==> src/sv/ows_pkg.sv <==
// Shared types, codes and the CRC-8 helper for the 1-Wire ROM search engine.
package ows_pkg;

    localparam int unsigned ROM_BITS    = 64;
    localparam int unsigned FAMILY_BITS = 8;
    localparam logic [7:0]  CRC_POLY    = 8'h8C;

    typedef enum logic [1:0] {
        CMD_FIRST    = 2'd0,
        CMD_NEXT     = 2'd1,
        CMD_PRESENCE = 2'd2,
        CMD_BITS     = 2'd3
    } t_cmd;

    typedef enum logic [2:0] {
        ST_RESET    = 3'd0,
        ST_SEARCH   = 3'd1,
        ST_CONTINUE = 3'd2,
        ST_FOUND    = 3'd3,
        ST_NONE     = 3'd4,
        ST_IGNORED  = 3'd5
    } t_status;

    typedef enum logic [1:0] {
        PH_IDLE     = 2'd0,
        PH_PRESENCE = 2'd1,
        PH_SEARCH   = 2'd2
    } t_phase;

    typedef struct packed {
        t_cmd command;
        logic presence;
        logic id_bit;
        logic complement_bit;
    } t_item;

    typedef struct packed {
        t_status     status;
        logic        write_valid;
        logic        direction;
        logic [63:0] rom_code;
        logic        last_device;
        logic [3:0]  family_discrepancy;
    } t_result;

    // Dallas CRC-8, reflected, one byte LSB first
    function automatic logic [7:0] ows_crc_byte(input logic [7:0] crc_in,
                                                input logic [7:0] data);
        logic [7:0] crc;
        logic [7:0] b;
        logic       mix;
        crc = crc_in;
        b   = data;
        for (int i = 0; i < 8; i++) begin
            mix = crc[0] ^ b[0];
            crc = crc >> 1;
            if (mix) begin
                crc = crc ^ CRC_POLY;
            end
            b = b >> 1;
        end
        return crc;
    endfunction

endpackage

==> src/sv/ows_core.sv <==
// Search decision logic and the search state registers, one event per step.
module ows_core
    import ows_pkg::*;
(
    input  logic    i_clk,
    input  logic    i_rst_n,
    input  logic    i_step,
    input  t_item   i_item,
    output t_result o_result
);

    localparam logic [6:0] ROM_LAST = 7'(ROM_BITS);
    localparam logic [6:0] FAM_LAST = 7'(FAMILY_BITS);

    logic [63:0] r_rom,      n_rom;
    logic [6:0]  r_last_disc, n_last_disc;
    logic [3:0]  r_fam_disc, n_fam_disc;
    logic        r_last_dev, n_last_dev;
    logic [6:0]  r_bit_pos,  n_bit_pos;
    logic [6:0]  r_zero_pos, n_zero_pos;
    logic [7:0]  r_crc,      n_crc;
    t_phase      r_phase,    n_phase;

    t_status     w_status;
    logic        w_wv;
    logic        w_dir;
    logic [5:0]  w_idx;
    logic [7:0]  w_byte;
    logic [7:0]  w_crc_new;
    logic        w_ok;
    logic        w_in_range;

    assign w_idx      = 6'(r_bit_pos - 7'd1);
    assign w_in_range = (r_bit_pos >= 7'd1) && (r_bit_pos <= ROM_LAST);

    // Decide the action and the next search state
    always_comb begin
        n_rom       = r_rom;
        n_last_disc = r_last_disc;
        n_fam_disc  = r_fam_disc;
        n_last_dev  = r_last_dev;
        n_bit_pos   = r_bit_pos;
        n_zero_pos  = r_zero_pos;
        n_crc       = r_crc;
        n_phase     = r_phase;
        w_status    = ST_IGNORED;
        w_wv        = 1'b0;
        w_dir       = 1'b0;
        w_byte      = 8'd0;
        w_crc_new   = r_crc;
        w_ok        = 1'b0;

        unique case (i_item.command) inside
            CMD_FIRST, CMD_NEXT: begin
                n_bit_pos  = 7'd1;
                n_zero_pos = 7'd0;
                n_crc      = 8'd0;
                if ((i_item.command == CMD_NEXT) && r_last_dev) begin
                    n_last_disc = 7'd0;
                    n_last_dev  = 1'b0;
                    n_fam_disc  = 4'd0;
                    n_phase     = PH_IDLE;
                    w_status    = ST_NONE;
                end else begin
                    if (i_item.command == CMD_FIRST) begin
                        n_last_disc = 7'd0;
                        n_last_dev  = 1'b0;
                        n_fam_disc  = 4'd0;
                    end
                    n_phase  = PH_PRESENCE;
                    w_status = ST_RESET;
                end
            end
            CMD_PRESENCE: begin
                if (r_phase == PH_PRESENCE) begin
                    if (i_item.presence) begin
                        n_phase  = PH_SEARCH;
                        w_status = ST_SEARCH;
                    end else begin
                        n_last_disc = 7'd0;
                        n_last_dev  = 1'b0;
                        n_fam_disc  = 4'd0;
                        n_phase     = PH_IDLE;
                        w_status    = ST_NONE;
                    end
                end
            end
            default: begin
                if (r_phase == PH_SEARCH) begin
                    if (!w_in_range || (i_item.id_bit && i_item.complement_bit)) begin
                        // no device answered, or the bit position is out of range: drop the search
                        n_last_disc = 7'd0;
                        n_last_dev  = 1'b0;
                        n_fam_disc  = 4'd0;
                        n_phase     = PH_IDLE;
                        w_status    = ST_NONE;
                    end else begin
                        if (i_item.id_bit != i_item.complement_bit) begin
                            w_dir = i_item.id_bit;
                        end else begin
                            // discrepancy: follow the earlier path or branch
                            if (r_bit_pos < r_last_disc) begin
                                w_dir = r_rom[w_idx];
                            end else begin
                                w_dir = (r_bit_pos == r_last_disc);
                            end
                            if (!w_dir) begin
                                n_zero_pos = r_bit_pos;
                                if (r_bit_pos <= FAM_LAST) begin
                                    n_fam_disc = r_bit_pos[3:0];
                                end
                            end
                        end
                        n_rom[w_idx] = w_dir;
                        w_wv         = 1'b1;
                        w_byte       = n_rom[{w_idx[5:3], 3'b000} +: 8];
                        if (r_bit_pos[2:0] == 3'd0) begin
                            w_crc_new = ows_crc_byte(r_crc, w_byte);
                            n_crc     = w_crc_new;
                        end
                        n_bit_pos = r_bit_pos + 7'd1;
                        if (r_bit_pos == ROM_LAST) begin
                            w_ok    = (w_crc_new == 8'd0) && (n_rom[7:0] != 8'd0);
                            n_phase = PH_IDLE;
                            if (w_ok) begin
                                n_last_disc = n_zero_pos;
                                if (n_zero_pos == 7'd0) begin
                                    n_last_dev = 1'b1;
                                end
                                w_status = ST_FOUND;
                            end else begin
                                n_last_disc = 7'd0;
                                n_last_dev  = 1'b0;
                                n_fam_disc  = 4'd0;
                                w_status    = ST_NONE;
                            end
                        end else begin
                            w_status = ST_CONTINUE;
                        end
                    end
                end
            end
        endcase
    end

    // Present the result of this step
    always_comb begin
        o_result.status             = w_status;
        o_result.write_valid        = w_wv;
        o_result.direction          = w_dir;
        o_result.rom_code           = n_rom;
        o_result.last_device        = n_last_dev;
        o_result.family_discrepancy = n_fam_disc;
    end

    // Advance the search state on each step
    always_ff @(posedge i_clk) begin
        if (!i_rst_n) begin
            r_rom       <= '0;
            r_last_disc <= '0;
            r_fam_disc  <= '0;
            r_last_dev  <= 1'b0;
            r_bit_pos   <= 7'd1;
            r_zero_pos  <= '0;
            r_crc       <= '0;
            r_phase     <= PH_IDLE;
        end else if (i_step) begin
            r_rom       <= n_rom;
            r_last_disc <= n_last_disc;
            r_fam_disc  <= n_fam_disc;
            r_last_dev  <= n_last_dev;
            r_bit_pos   <= n_bit_pos;
            r_zero_pos  <= n_zero_pos;
            r_crc       <= n_crc;
            r_phase     <= n_phase;
        end
    end

endmodule

==> src/sv/onewire_rom_search_engine.sv <==
// 1-Wire ROM search engine: input register, decision core, result register.
// An accepted event is held in the input register, passes through the decision core
// into the result register and is offered from there; a stalled result stage delays it.
// Throughput: one event per cycle while the result stage is not stalled; the search state
// updates in a single step. Input stalls only while a held event cannot move into a
// stalled result stage. Reset (synchronous, active low) empties both stages and returns
// the search state to idle with bit position one and all other state zero.
module onewire_rom_search_engine
    import ows_pkg::*;
(
    input  logic        i_clk,
    input  logic        i_rst_n,
    input  logic        i_in_valid,
    output logic        o_in_stall,
    input  logic [1:0]  i_command,
    input  logic        i_presence,
    input  logic        i_id_bit,
    input  logic        i_complement_bit,
    output logic        o_out_valid,
    input  logic        i_out_stall,
    output logic [2:0]  o_status,
    output logic        o_write_valid,
    output logic        o_direction,
    output logic [63:0] o_rom_code,
    output logic        o_last_device,
    output logic [3:0]  o_family_discrepancy
);

    logic    r_in_valid;
    t_item   r_item;
    logic    r_out_valid;
    t_result r_result;
    t_result w_result;
    logic    w_step;
    logic    w_accept;

    // Move the held beat into the result stage when that stage is free or its beat is taken
    assign w_step     = r_in_valid && (!r_out_valid || !i_out_stall);
    assign o_in_stall = r_in_valid && !w_step;
    assign w_accept   = i_in_valid && !o_in_stall;

    // Hold the input beat
    always_ff @(posedge i_clk) begin
        if (!i_rst_n) begin
            r_in_valid <= 1'b0;
        end else if (w_accept) begin
            r_in_valid <= 1'b1;
        end else if (w_step) begin
            r_in_valid <= 1'b0;
        end
    end

    always_ff @(posedge i_clk) begin
        if (w_accept) begin
            r_item.command        <= t_cmd'(i_command);
            r_item.presence       <= i_presence;
            r_item.id_bit         <= i_id_bit;
            r_item.complement_bit <= i_complement_bit;
        end
    end

    ows_core u_core (
        .i_clk    (i_clk),
        .i_rst_n  (i_rst_n),
        .i_step   (w_step),
        .i_item   (r_item),
        .o_result (w_result)
    );

    // Hold the result beat until taken
    always_ff @(posedge i_clk) begin
        if (!i_rst_n) begin
            r_out_valid <= 1'b0;
        end else if (w_step) begin
            r_out_valid <= 1'b1;
        end else if (!i_out_stall) begin
            r_out_valid <= 1'b0;
        end
    end

    always_ff @(posedge i_clk) begin
        if (w_step) begin
            r_result <= w_result;
        end
    end

    assign o_out_valid          = r_out_valid;
    assign o_status             = r_result.status;
    assign o_write_valid        = r_result.write_valid;
    assign o_direction          = r_result.direction;
    assign o_rom_code           = r_result.rom_code;
    assign o_last_device        = r_result.last_device;
    assign o_family_discrepancy = r_result.family_discrepancy;

endmodule
==> config.mk <==
export PLATFORM = sky130hd
export DESIGN_NAME = onewire_rom_search_engine
export DESIGN_NICKNAME = d
export VERILOG_FILES = /design/src/sv/ows_pkg.sv /design/src/sv/ows_core.sv /design/src/sv/onewire_rom_search_engine.sv
export SDC_FILE = /design/constraint.sdc
export NUM_CORES = 1
export LEC_CHECK = 0
export BUFFER_PORTS_ARGS = -buffer_cell sky130_fd_sc_hd__buf_2
export CAP_MARGIN = 0
export CORE_MARGIN = 5
export CORE_UTILIZATION = 45
export DETAILED_ROUTE_END_ITERATION = 10
export PLACE_DENSITY = 0.65
export RECOVER_POWER = 25
export SLEW_MARGIN = 20
export SYNTH_ARGS = -nofsm -noshare
export SYNTH_HDL_FRONTEND = slang
export SYNTH_HIERARCHICAL = 1
export SYNTH_SLANG_ARGS = --single-unit
==> constraint.sdc <==
create_clock -name i_clk -period 8.1 [get_ports i_clk]
set_input_delay 0.81 -clock i_clk [delete_from_list [all_inputs] [get_ports i_clk]]
set_output_delay 0.81 -clock i_clk [all_outputs]
set_load 0.02 [all_outputs]
[Word-level counts from Yosys, hierarchy flattened]
Cells that the tools add are included.
Word-level totals
  bits in registers: 181
  input port bits: 9
  output and inout bits: 76
  word-level logic and storage cells: 210
Cells by class
  add/subtract/negate cells: 2
  magnitude comparators: 6
  equality and inequality tests: 12
  shifts and indexed selects: 1
  multiplexer cells: 120
  bitwise logic cells: 18
  reductions and logical operators: 31
Operator list (number)
  2-to-1 mux 8 bit: 40
  2-to-1 mux 64 bit: 3
  2-to-1 mux 7 bit: 17
  bitwise mux 64 bit: 1
  variable part select 64 x 7 -> 8 bit: 1
  2-to-1 mux 4 bit: 11
  case mux 7 bit (2 select lines): 3
  2-to-1 mux 1 bit: 26
  NOT 2 -> 3 bit: 8
  2-to-1 mux 3 bit: 7
  case mux 8 bit (2 select lines): 1
  2-to-1 mux 2 bit: 5
  logical AND 1 bit: 8
  zero test 8 bit: 1
  case mux 4 bit (2 select lines): 1
  AND reduction 4 bit: 2
  nonzero test 8 bit: 1
  bitwise XOR 1 bit: 8
  adder 7 x 1 -> 7 bit (second input constant): 1
  == test 7 bit: 1
  == test 7 bit (second input constant): 1
  greater-or-equal comparator 7 x 1 -> 1 bit (second input constant): 1
  <= comparator 7 x 4 -> 1 bit (second input constant): 1
  <= comparator 7 bit (second input constant): 1
  29 further kinds: 40

[Longest topological paths before layout]
Gate-level depths: netlist of run 1.
  depth in word-level cells: 69
  depth in mapped cells: 21
  mapped depth without buffers: 16

[Hierarchy]
Netlist of run 1, hierarchy kept.
By module, submodules not included
  ows_core: instances 1, cells an instance 985, area an instance 7671.1 µm², sequential area each 2001.9 µm²
  onewire_rom_search_engine: instances 1, cells an instance 87, area an instance 2456.1 µm², sequential area each 2412.3 µm²

[Least setup slack after synthesis of run 1]
Ideal clock, no wire load.
  path kind: in2reg
  start: input port i_out_stall
  end: register u_core.r_last_disc[2]
  library setup time: 0.068 ns
  arrival time: 8.651 ns
  required time: 8.032 ns
  path slack: -0.618 ns
  stages on the path: 6
  buffers on the path: 0
  cells stage by stage: a21boi_0 o21ai_0 a211oi_1 nand3_1 or2_4 o21ai_2
On the way
  word-level cells in the longest chain between the ends: 4
Ends and longest elaborated chain
  start: declaration: line onewire_rom_search_engine.sv:20  | input logic i_out_stall,
  zero test 1 bit
  logical OR 1 bit: line onewire_rom_search_engine.sv:38  | assign w_step = r_in_valid && (!r_out_valid || !i_out_stall);
  logical AND 1 bit: line onewire_rom_search_engine.sv:38
  AND reduction 6 bit (no line)
  end signal: assignment: line ows_core.sv:169  | r_last_disc <= n_last_disc;
  end: declaration: line ows_core.sv:16  | logic [6:0] r_last_disc, n_last_disc;
Every way passes these cells.
A chain may end at the register's enable or synchronous reset.

==> results.txt, run 1 <==
Critical Path Start Type: register
cell depth of the worst flop-to-flop path: 17
flops & latches, synth: 181
Worst R2R End: o_status[2]
Routed WL per cell: 21.5 µm
die area: 25600 µm²
Clock Latency Late Sink: 0.43 ns
Top FF cell, synth: dfxtp_1
nets: 1129
Fin Hold WS: 0.456 ns
Distinct cells, synth: 88
top sig layer: met4
Synth Instances: 1072
static leakage: 3.85 nW
final hold violations: 0
status: complete, but fails checks
Die Wd: 160 µm
worst-margin pin slew: 3.68 ns
clock network power share: 0.440
met3 wire length: 2.69 mm
Die Y: 160 µm
Port Buf Inserts: 84
post-cts resize count: 0
fmax: 163 MHz
vias per cell: 6.21
largest area contributor in the netlist: edfxtp_1
grt total ovfl: 0
initial antenna violation count: 0
Post-DP Area: 10700 µm²
Worst path most repeated cell: a21oi_1
RePlAce Congestion: 0.989
fin worst setup slack: 1.95 ns
max cap viols: 2
row count: 54
crit path max fanout: 25
met2 WL: 12.6 mm
pre-CTS setup slack: 2.13 ns
clock tree buffer depth: 2
required time worst endpoint: 8.28 ns
hold depth: 2
Met1 Wirelength: 14.0 mm
Synth top area share: 0.234
first-pass GRT wire length: 46.7 mm
Worst R2R Setup Slack: 1.95 ns
Post-synth EDFFs: 79
slew margin rel.: -1.45
period utilisation layout: 0.759
sw frac: 0.239
# fillers: 2083
I/O Pins: 85
CP Capture Type: register
Logic pwr share: 0.064
kind of cell adding the most delay to the critical path: compound AO/OA/AOI/OAI gates
GRT Overall Usage: 0.229
clock slew at reported path FFs: 0.07 ns
worst endpoint data arrival time: 6.32 ns
Vias: 8707
async set or reset register ratio after synthesis: 0
vias in the first global route: 7963
kind of critical path: reg2reg
Synth area leaders: edfxtp_1, dfxtp_1, mux2i_1
Design Power: 1.96 mW
postcts setup bufs: 0
Syn Area/Cell: 9.45 µm²
core box area: 22000 µm²
yosys warns: 6
slowest stage cell, crit path: ha_1
P_sw: 0.468 mW
Num CTS Buffers: 17
layout cell share with drive strength beyond 1: 0.0963
Worst IR Drop VDD: 0.000152 V
first-iteration detailed-routing DRC count: 1067
peak per-stage delay on the critical path: 0.74 ns
Starting Density: 0.461
post-synthesis sequential area ratio: 0.436
CTS H-tree depth: 4
Slew Limit Fails: 153
synthesized net count: 1093
minimum clock period after layout: 6.15 ns
Clock Root Buffer: clkbuf_16
post-route ant nets: 0
DRC violations left: 0
post-route cell area: 11200 µm²
Hold Path End: u_core/r_fam_disc[1]
Routed WL: 30.2 mm
clk sink count: 181
failing checks: capacitance limit, slew limit
Netlist Area Pre-Place: 10100 µm²
# setup viols final: 0
PD cells: 175 nW/µm²
setup TNS: 0 ns
hold path start: u_core/r_fam_disc[1]
DRT Pass-1 Iters: 6
Reg power frac: 0.497
n_diodes: 0
cts hold-fix bufs: 0
P_int: 1.49 mW
Buf/Inv on CP: 2
largest net degree at the start of global routing: 95
r2r startpoint: u_core/r_bit_pos[1]
HPWL after DPL: 20.3 mm
CP startpoint: u_core/r_bit_pos[1]
Cell Chain, Critical Path: inv_1 > ha_1 > buf_4 > nor2b_1 > nand2_1 > o221ai_1 > o211ai_1 > o21ai_2 > nor2_2 > o21ba_2 > a21oi_1 > xor2_2 > xor3_1 > mux2i_1 > nand4_2 > a21oi_2 > a21oi_1
worst hold path class: reg2reg
CTS tree: yes
Worst Skew: 0.0104 ns
area grow syn2layout: 10.3%
unrepaired setup endpoints after global routing: false
-- routing by layer --
metal | vias to the layer above | global-route usage
li1 | 4019 | -
met1 | 4188 | 0.338
met2 | 439 | 0.331
met3 | 61 | 0.0505
met4 | 0 | 0.0798
met5 | - | 0
-- stage by stage --
stage | util | std cells
final | 0.508 | 1401
after global routing | 0.508 | 1401
after CTS | 0.513 | 1401
after detailed placement | 0.486 | 1369
after global placement | 0.486 | 1369
after floorplan | - | 1072
-- logic make-up (layout without fill, tap and decap cells) --
family,Yosys count,after routing,share of synthesized area
muxes,77,77,0.0831
AOI/OAI and AO/OA,292,292,0.207
xor gates and xnor gates,28,28,0.0341
buffers and inverters,96,145,0.0402
DFF,181,181,0.436
adders and majority gates,12,12,0.0148
and+or+nand+nor,386,386,0.185
-- worst reg2reg max path: stages, from the launching register on --
cell and delay, ns:
dfxtp_1 0.66, inv_1 0.17, ha_1 0.74, buf_4 0.38, nor2b_1 0.24, nand2_1 0.40
o221ai_1 0.32, o211ai_1 0.16, o21ai_2 0.29, nor2_2 0.11, o21ba_2 0.43, a21oi_1 0.33
xor2_2 0.29, xor3_1 0.46, mux2i_1 0.32, nand4_2 0.23, a21oi_2 0.26, a21oi_1 0.09
-- state kept, by name, indices dropped and copies added, names as in the netlist --
signal / flops
o_rom_code: 64
u_core/r_rom: 64
u_core/r_crc: 8
u_core/r_bit_pos: 7
u_core/r_last_disc: 7
u_core/r_zero_pos: 7
r_item: 5
o_family_discrepancy: 4
u_core/r_fam_disc: 4
o_status: 3
u_core/r_phase: 2
o_direction: 1
o_last_device: 1
o_out_valid: 1
o_write_valid: 1
r_in_valid: 1
u_core/r_last_dev: 1
-- power groups by stage --
stage	clock [mW]	sequential (mW)	combinational, mW
after floorplan	0	1.01	0.0741
after global placement	0	0.992	0.126
after detailed placement	0	0.992	0.127
after CTS	0.878	0.972	0.127
after global routing	0.914	0.974	0.133
final	0.861	0.973	0.125
-- synthesized netlist by cell type, drive strengths merged (14+ instances only) --
| master | number |
|---|---|
| a21oi | 67 |
| a31oi | 16 |
| buf | 29 |
| clkbuf | 48 |
| dfxtp | 102 |
| edfxtp | 79 |
| inv | 19 |
| mux2i | 65 |
| nand2 | 80 |
| nand3 | 21 |
| nor2 | 141 |
| nor2b | 65 |
| nor3 | 18 |
| o21ai | 47 |
| o21bai | 26 |
| o311a | 24 |
| o31ai | 19 |
| xor2 | 14 |
-- placed cells by master, fill, tap and decap left out, types with 25 or more instances in the layout --
cell and count:
clkbuf_1 68, dfxtp_1 102, o21bai_1 25, nor2_1 139, nand2_1 79, a21oi_1 65, nor2b_1 65, o21ai_0 33
mux2i_1 65, edfxtp_1 79
-- area by class of cell --
cell class                 instances  area, µm²  share of cell area
timing repair buffer              94        407              0.0364
tap                              280        350              0.0314
clock buffer                      18        429              0.0384
clock inverter                    14        174              0.0156
inverter                          19       71.3             0.00639
sequential                       181       4410               0.395
multi-input combinational        795       5320               0.476
-- worst max path at each step --
stage,to,slack [ns],depth (start not counted)
global route,o_status[2],1.71,17
global placement,o_status[2],2.33,16
detailed placement,o_status[2],2.13,17
CTS,o_status[2],2.10,17
floorplan,u_core/r_last_disc[2],1.75,6
finish,o_status[2],1.95,17
No activity file was read; power rests on OpenSTA's default activity.
==> inputs of run 2 (changes only) <==
- PLACE_DENSITY: 0.65 -> default
- clock period: 8.1 -> 6 ns (I/O delays scaled with it)
==> results.txt, run 2 (synthesized netlist as in run 1, its figures left out) <==
status: complete, but fails checks
failing checks: capacitance limit, slew limit
DRT Pass-1 Iters: 5 (-1)
Worst path most repeated cell: a21oi_1
P_sw: 0.633 mW (+35%)
die area: 25600 µm² (unchanged)
Critical Path Start Type: register
layout cell share with drive strength beyond 1: 0.109 (+0.0123)
postcts setup bufs: 0 (unchanged)
peak per-stage delay on the critical path: 0.59 ns (-0.15 ns)
area grow syn2layout: 12.4%
Die Y: 160 µm (unchanged)
DRC violations left: 0 (unchanged)
unrepaired setup endpoints after global routing: false
Starting Density: 0.461 (unchanged)
GRT Overall Usage: 0.236 (+0.00759)
period utilisation layout: 0.922 (+0.163)
RePlAce Congestion: 1.01 (+2.0%)
final hold violations: 0 (unchanged)
Logic pwr share: 0.060 (-0.004)
Reg power frac: 0.473 (-0.024)
commonest non-fill, non-tap cell in the layout: nor2_1
post-route ant nets: 0 (unchanged)
P_int: 2.14 mW (+43%)
max cap viols: 2 (unchanged)
PD cells: 243 nW/µm² (+39%)
grt total ovfl: 0 (unchanged)
clock network power share: 0.466 (+0.026)
HPWL after DPL: 21.6 mm (+6.2%)
Slew Limit Fails: 97 (-37%)
Num CTS Buffers: 17 (unchanged)
vias per cell: 6.08 (-2.2%)
vias in the first global route: 8058 (+1.2%)
fmax: 181 MHz (+11%)
Multi-input gate area: 5320 µm² (unchanged)
cts hold-fix bufs: 0 (unchanged)
Die Wd: 160 µm (unchanged)
initial antenna violation count: 0 (unchanged)
minimum clock period after layout: 5.53 ns (-0.613 ns)
largest net degree at the start of global routing: 66 (-31%)
Worst R2R Setup Slack: 0.47 ns (-1.49 ns)
# setup viols final: 0 (unchanged)
Port Buf Inserts: 84 (unchanged)
Worst Skew: 0.00999 ns (-0.000440 ns)
row count: 54 (unchanged)
kind of critical path: reg2reg
Register Area: 4410 µm² (unchanged)
first-iteration detailed-routing DRC count: 926 (-13%)
fin worst setup slack: 0.467 ns (-1.49 ns)
sw frac: 0.229 (-0.0105)
nets: 1149 (+1.8%)
clk sink count: 181 (unchanged)
clock slew at reported path FFs: 0.07 ns (about the same)
post-route cell area: 11400 µm² (+1.9%)
worst hold path class: in2reg
I/O Pins: 85 (unchanged)
Vias: 8641 (-0.76%)
static leakage: 3.98 nW (+3.3%)
post-cts resize count: 0 (unchanged)
Clock Latency Late Sink: 0.43 ns (about the same)
hold path start: i_command[0]
slowest stage cell, crit path: o21ba_2
Worst IR Drop VDD: 0.000153 V (+0.60%)
CP startpoint: u_core/r_bit_pos[0]
worst endpoint data arrival time: 5.71 ns (-0.61 ns)
crit path max fanout: 25 (unchanged)
pre-CTS setup slack: 0.561 ns (-1.56 ns)
Routed WL: 30.8 mm (+2.2%)
r2r startpoint: u_core/r_bit_pos[0]
most frequent cells in the layout: nor2_1, dfxtp_1, edfxtp_1, nand2_1, clkbuf_1
core box area: 22000 µm² (unchanged)
CP Capture Type: register
CTS H-tree depth: 4 (unchanged)
Cell Chain, Critical Path: inv_2 > ha_1 > or3b_1 > xnor2_4 > nor2_1 > o311ai_1 > o211ai_4 > nor2_2 > o21ba_2 > a21oi_1 > xor2_2 > xor3_1 > mux2i_1 > nand4_2 > a21oi_2 > a21oi_1
final std cells w/o fill: 1421 (+1.4%)
CTS tree: yes
Clock Root Buffer: clkbuf_16
Design Power: 2.77 mW (+41%)
required time worst endpoint: 6.18 ns (-2.10 ns)
dpl cells: 1389 (+1.5%)
worst-margin pin slew: 2.00 ns (-1.68 ns)
setup TNS: 0 ns (unchanged)
n_diodes: 0 (unchanged)
first-pass GRT wire length: 47.9 mm (+2.5%)
slew margin rel.: -0.331 (+1.12)
clock tree buffer depth: 2 (unchanged)
# fillers: 2093 (+0.48%)
Post-DP Area: 10800 µm² (+1.4%)
Routed WL per cell: 21.7 µm (+0.73%)
run 2: through the flow:
| step | hold slack (ns) | util |
|---|---|---|
| finish | 0.340 | 0.518 |
| detailed placement | 0.448 | 0.493 |
| global route | 0.317 | 0.518 |
| CTS | 0.323 | 0.523 |
| floorplan | 0.428 | - |
| global placement | 0.442 | 0.493 |
run 2: layout make-up:
cell class	count	area share
sequential	181	0.388
tap	280	0.0308
inverter	19	0.00627
timing repair buffer	114	0.0485
multi-input combinational	795	0.467
clock inverter	14	0.0215
clock buffer	18	0.0377
run 2: routing by layer:
layer / share of wire / up-vias / routed length (µm) / track usage
met5: 0 / - / 0 / 0
met4: 0.025 / 0 / 759 / 0.0767
met3: 0.087 / 56 / 2690 / 0.0559
met2: 0.42 / 392 / 12900 / 0.334
met1: 0.47 / 4134 / 14500 / 0.355
li1: - / 4059 / - / -
run 2: worst max-delay path, delay by kind of cell (launching register included):
kind	cells	cell delay, ns
muxes	1	0.31
buffers and inverters	1	0.21
and+or+nand+nor	4	1.18
xor gates and xnor gates	3	1.31
AOI/OAI and AO/OA	6	1.57
adders and majority gates	1	0.36
DFF	1	0.35
run 2: path summary, 6_finish.rpt:
kind                                              end  depth (start not counted)
worst max-delay path                      o_status[2]                         16
worst min register to register  u_core/r_last_disc[3]                          2
worst min-delay path                        r_item[3]                          1
worst max register to register            o_status[2]                         16
run 2: power groups by stage:
stage | Clock (mW) | Sequential, mW | Combinational, mW
floorplan | 0 | 1.36 | 0.100
global placement | 0 | 1.34 | 0.173
detailed placement | 0 | 1.34 | 0.174
CTS | 1.32 | 1.31 | 0.174
global route | 1.37 | 1.31 | 0.181
finish | 1.29 | 1.31 | 0.168
==> inputs of run 3 (changes only) <==
- clock period: 6 -> 6.81 ns (I/O delays scaled with it)
==> results.txt, run 3 (synthesized netlist as in run 1, its figures left out) <==
CP Capture Type: register
Fin Hold WS: 0.417 ns (+0.0772 ns)
Clock Latency Late Sink: 0.43 ns (about the same)
max cap viols: 1 (-1)
Worst path most repeated cell: a21oi_1
static leakage: 3.85 nW (-3.2%)
worst endpoint data arrival time: 5.83 ns (+0.12 ns)
nets: 1135 (-1.2%)
Port Buf Inserts: 84 (unchanged)
Slew Limit Fails: 47 (-52%)
post-route ant nets: 0 (unchanged)
postcts setup bufs: 0 (unchanged)
unrepaired setup endpoints after global routing: false
I/O Pins: 85 (unchanged)
RePlAce Congestion: 0.986 (-2.3%)
Worst Skew: 0.0101 ns (+0.000137 ns)
# fillers: 2073 (-0.96%)
DRC violations left: 0 (unchanged)
crit path max fanout: 25 (unchanged)
# setup viols final: 0 (unchanged)
minimum clock period after layout: 5.65 ns (+0.117 ns)
first-pass GRT wire length: 47.8 mm (about the same)
Worst IR Drop VDD: 0.000149 V (-2.8%)
Die Y: 160 µm (unchanged)
worst hold path class: in2reg
HPWL after DPL: 21.3 mm (-1.4%)
status: complete, but fails checks
slew margin rel.: -0.266 (+0.0647)
clk sink count: 181 (unchanged)
vias per cell: 6.06 (-0.38%)
clock slew at reported path FFs: 0.07 ns (about the same)
final hold violations: 0 (unchanged)
core box area: 22000 µm² (unchanged)
Vias: 8523 (-1.4%)
n_diodes: 0 (unchanged)
Register Area: 4410 µm² (unchanged)
required time worst endpoint: 6.99 ns (+0.81 ns)
area grow syn2layout: 10.4%
Routed WL per cell: 21.9 µm (+0.77%)
most frequent cells in the layout: nor2_1, dfxtp_1, edfxtp_1, nand2_1, clkbuf_1
Critical Path Start Type: register
worst-margin pin slew: 1.90 ns (-0.0971 ns)
largest net degree at the start of global routing: 68 (+3.0%)
PD cells: 203 nW/µm² (-16%)
Num CTS Buffers: 17 (unchanged)
clock tree buffer depth: 2 (unchanged)
grt total ovfl: 0 (unchanged)
GRT Overall Usage: 0.236 (about the same)
kind of critical path: reg2reg
failing checks: capacitance limit, slew limit
Routed WL: 30.7 mm (-0.22%)
peak per-stage delay on the critical path: 0.75 ns (+0.16 ns)
first-iteration detailed-routing DRC count: 905 (-2.3%)
CTS H-tree depth: 4 (unchanged)
Die Wd: 160 µm (unchanged)
CTS tree: yes
commonest non-fill, non-tap cell in the layout: nor2_1
cts hold-fix bufs: 0 (unchanged)
layout cell share with drive strength beyond 1: 0.0923 (-0.0164)
row count: 54 (unchanged)
DRT Pass-1 Iters: 5 (unchanged)
Clock Root Buffer: clkbuf_16
die area: 25600 µm² (unchanged)
setup TNS: 0 ns (unchanged)
post-cts resize count: 0 (unchanged)
kind of cell adding the most delay to the critical path: compound AO/OA/AOI/OAI gates
initial antenna violation count: 0 (unchanged)
slowest stage cell, crit path: ha_1
Buf/Inv on CP: 2 (+1)
fmax: 177 MHz (-2.1%)
Multi-input gate area: 5330 µm² (+0.21%)
vias in the first global route: 7988 (-0.87%)
period utilisation layout: 0.830 (-0.0924)
Cell Chain, Critical Path: inv_1 > ha_1 > buf_4 > nor2_1 > a2bb2oi_1 > o21ai_0 > o2bb2ai_1 > o211ai_4 > nor2_2 > o21ba_2 > a21oi_1 > xor2_2 > xor3_1 > mux2i_1 > nand4_2 > a21oi_2 > a21oi_1
Starting Density: 0.461 (unchanged)
-- run 3: cell types whose count changed in the layout (fill, tap and decap cells not counted), moves of 2 or more --
cell	before	now
clkinv_1	0	3
bufinv_16	6	2
inv_6	4	2
clkbuf_1	72	76
buf_2	15	9
buf_4	28	16
clkinv_2	1	3
-- run 3: worst paths after layout --
kind | depth (start not counted) | from | slack, ns | to
worst min-delay path | 1 | i_id_bit | 0.42 | r_item[1]
worst max register to register | 17 | u_core/r_bit_pos[1] | 1.16 | o_status[2]
worst min register to register | 2 | u_core/r_last_disc[1] | 0.46 | u_core/r_last_disc[1]
worst max-delay path | 17 | u_core/r_bit_pos[1] | 1.16 | o_status[2]
-- run 3: layout make-up --
| type | count | share of cell area |
|---|---|---|
| clock buffer | 18 | 0.0384 |
| tap | 280 | 0.0313 |
| inverter | 19 | 0.00638 |
| multi-input combinational | 795 | 0.477 |
| sequential | 181 | 0.395 |
| timing repair buffer | 100 | 0.0400 |
| clock inverter | 14 | 0.0122 |
-- run 3: where the power goes --
group / total [mW] / switching [mW] / internal, mW
sequential: 1.16 / 0.00746 / 1.15
combinational: 0.148 / 0.108 / 0.0401
clock: 0.970 / 0.432 / 0.538
-- run 3: routing by layer --
| layer | vias up | GRT usage | wire length (µm) | part of all wire |
|---|---|---|---|---|
| li1 | 4036 | - | - | - |
| met1 | 4059 | 0.353 | 14600 | 0.48 |
| met2 | 373 | 0.341 | 13200 | 0.43 |
| met3 | 55 | 0.0456 | 2250 | 0.073 |
| met4 | 0 | 0.0817 | 680 | 0.022 |
| met5 | - | 0 | 0 | 0 |
-- run 3: through the flow --
step                      utilization  std cells  setup WS (ns)  power [mW]  instance area (µm²)
after floorplan                     -       1072          0.588        1.29                10100
after global placement          0.488       1375           1.34        1.33                10700
after detailed placement        0.488       1375           1.23        1.33                10700
after CTS                       0.514       1407           1.21        2.30                11300
after global routing            0.509       1407          0.762        2.36                11200
final                           0.509       1407           1.16        2.27                11200
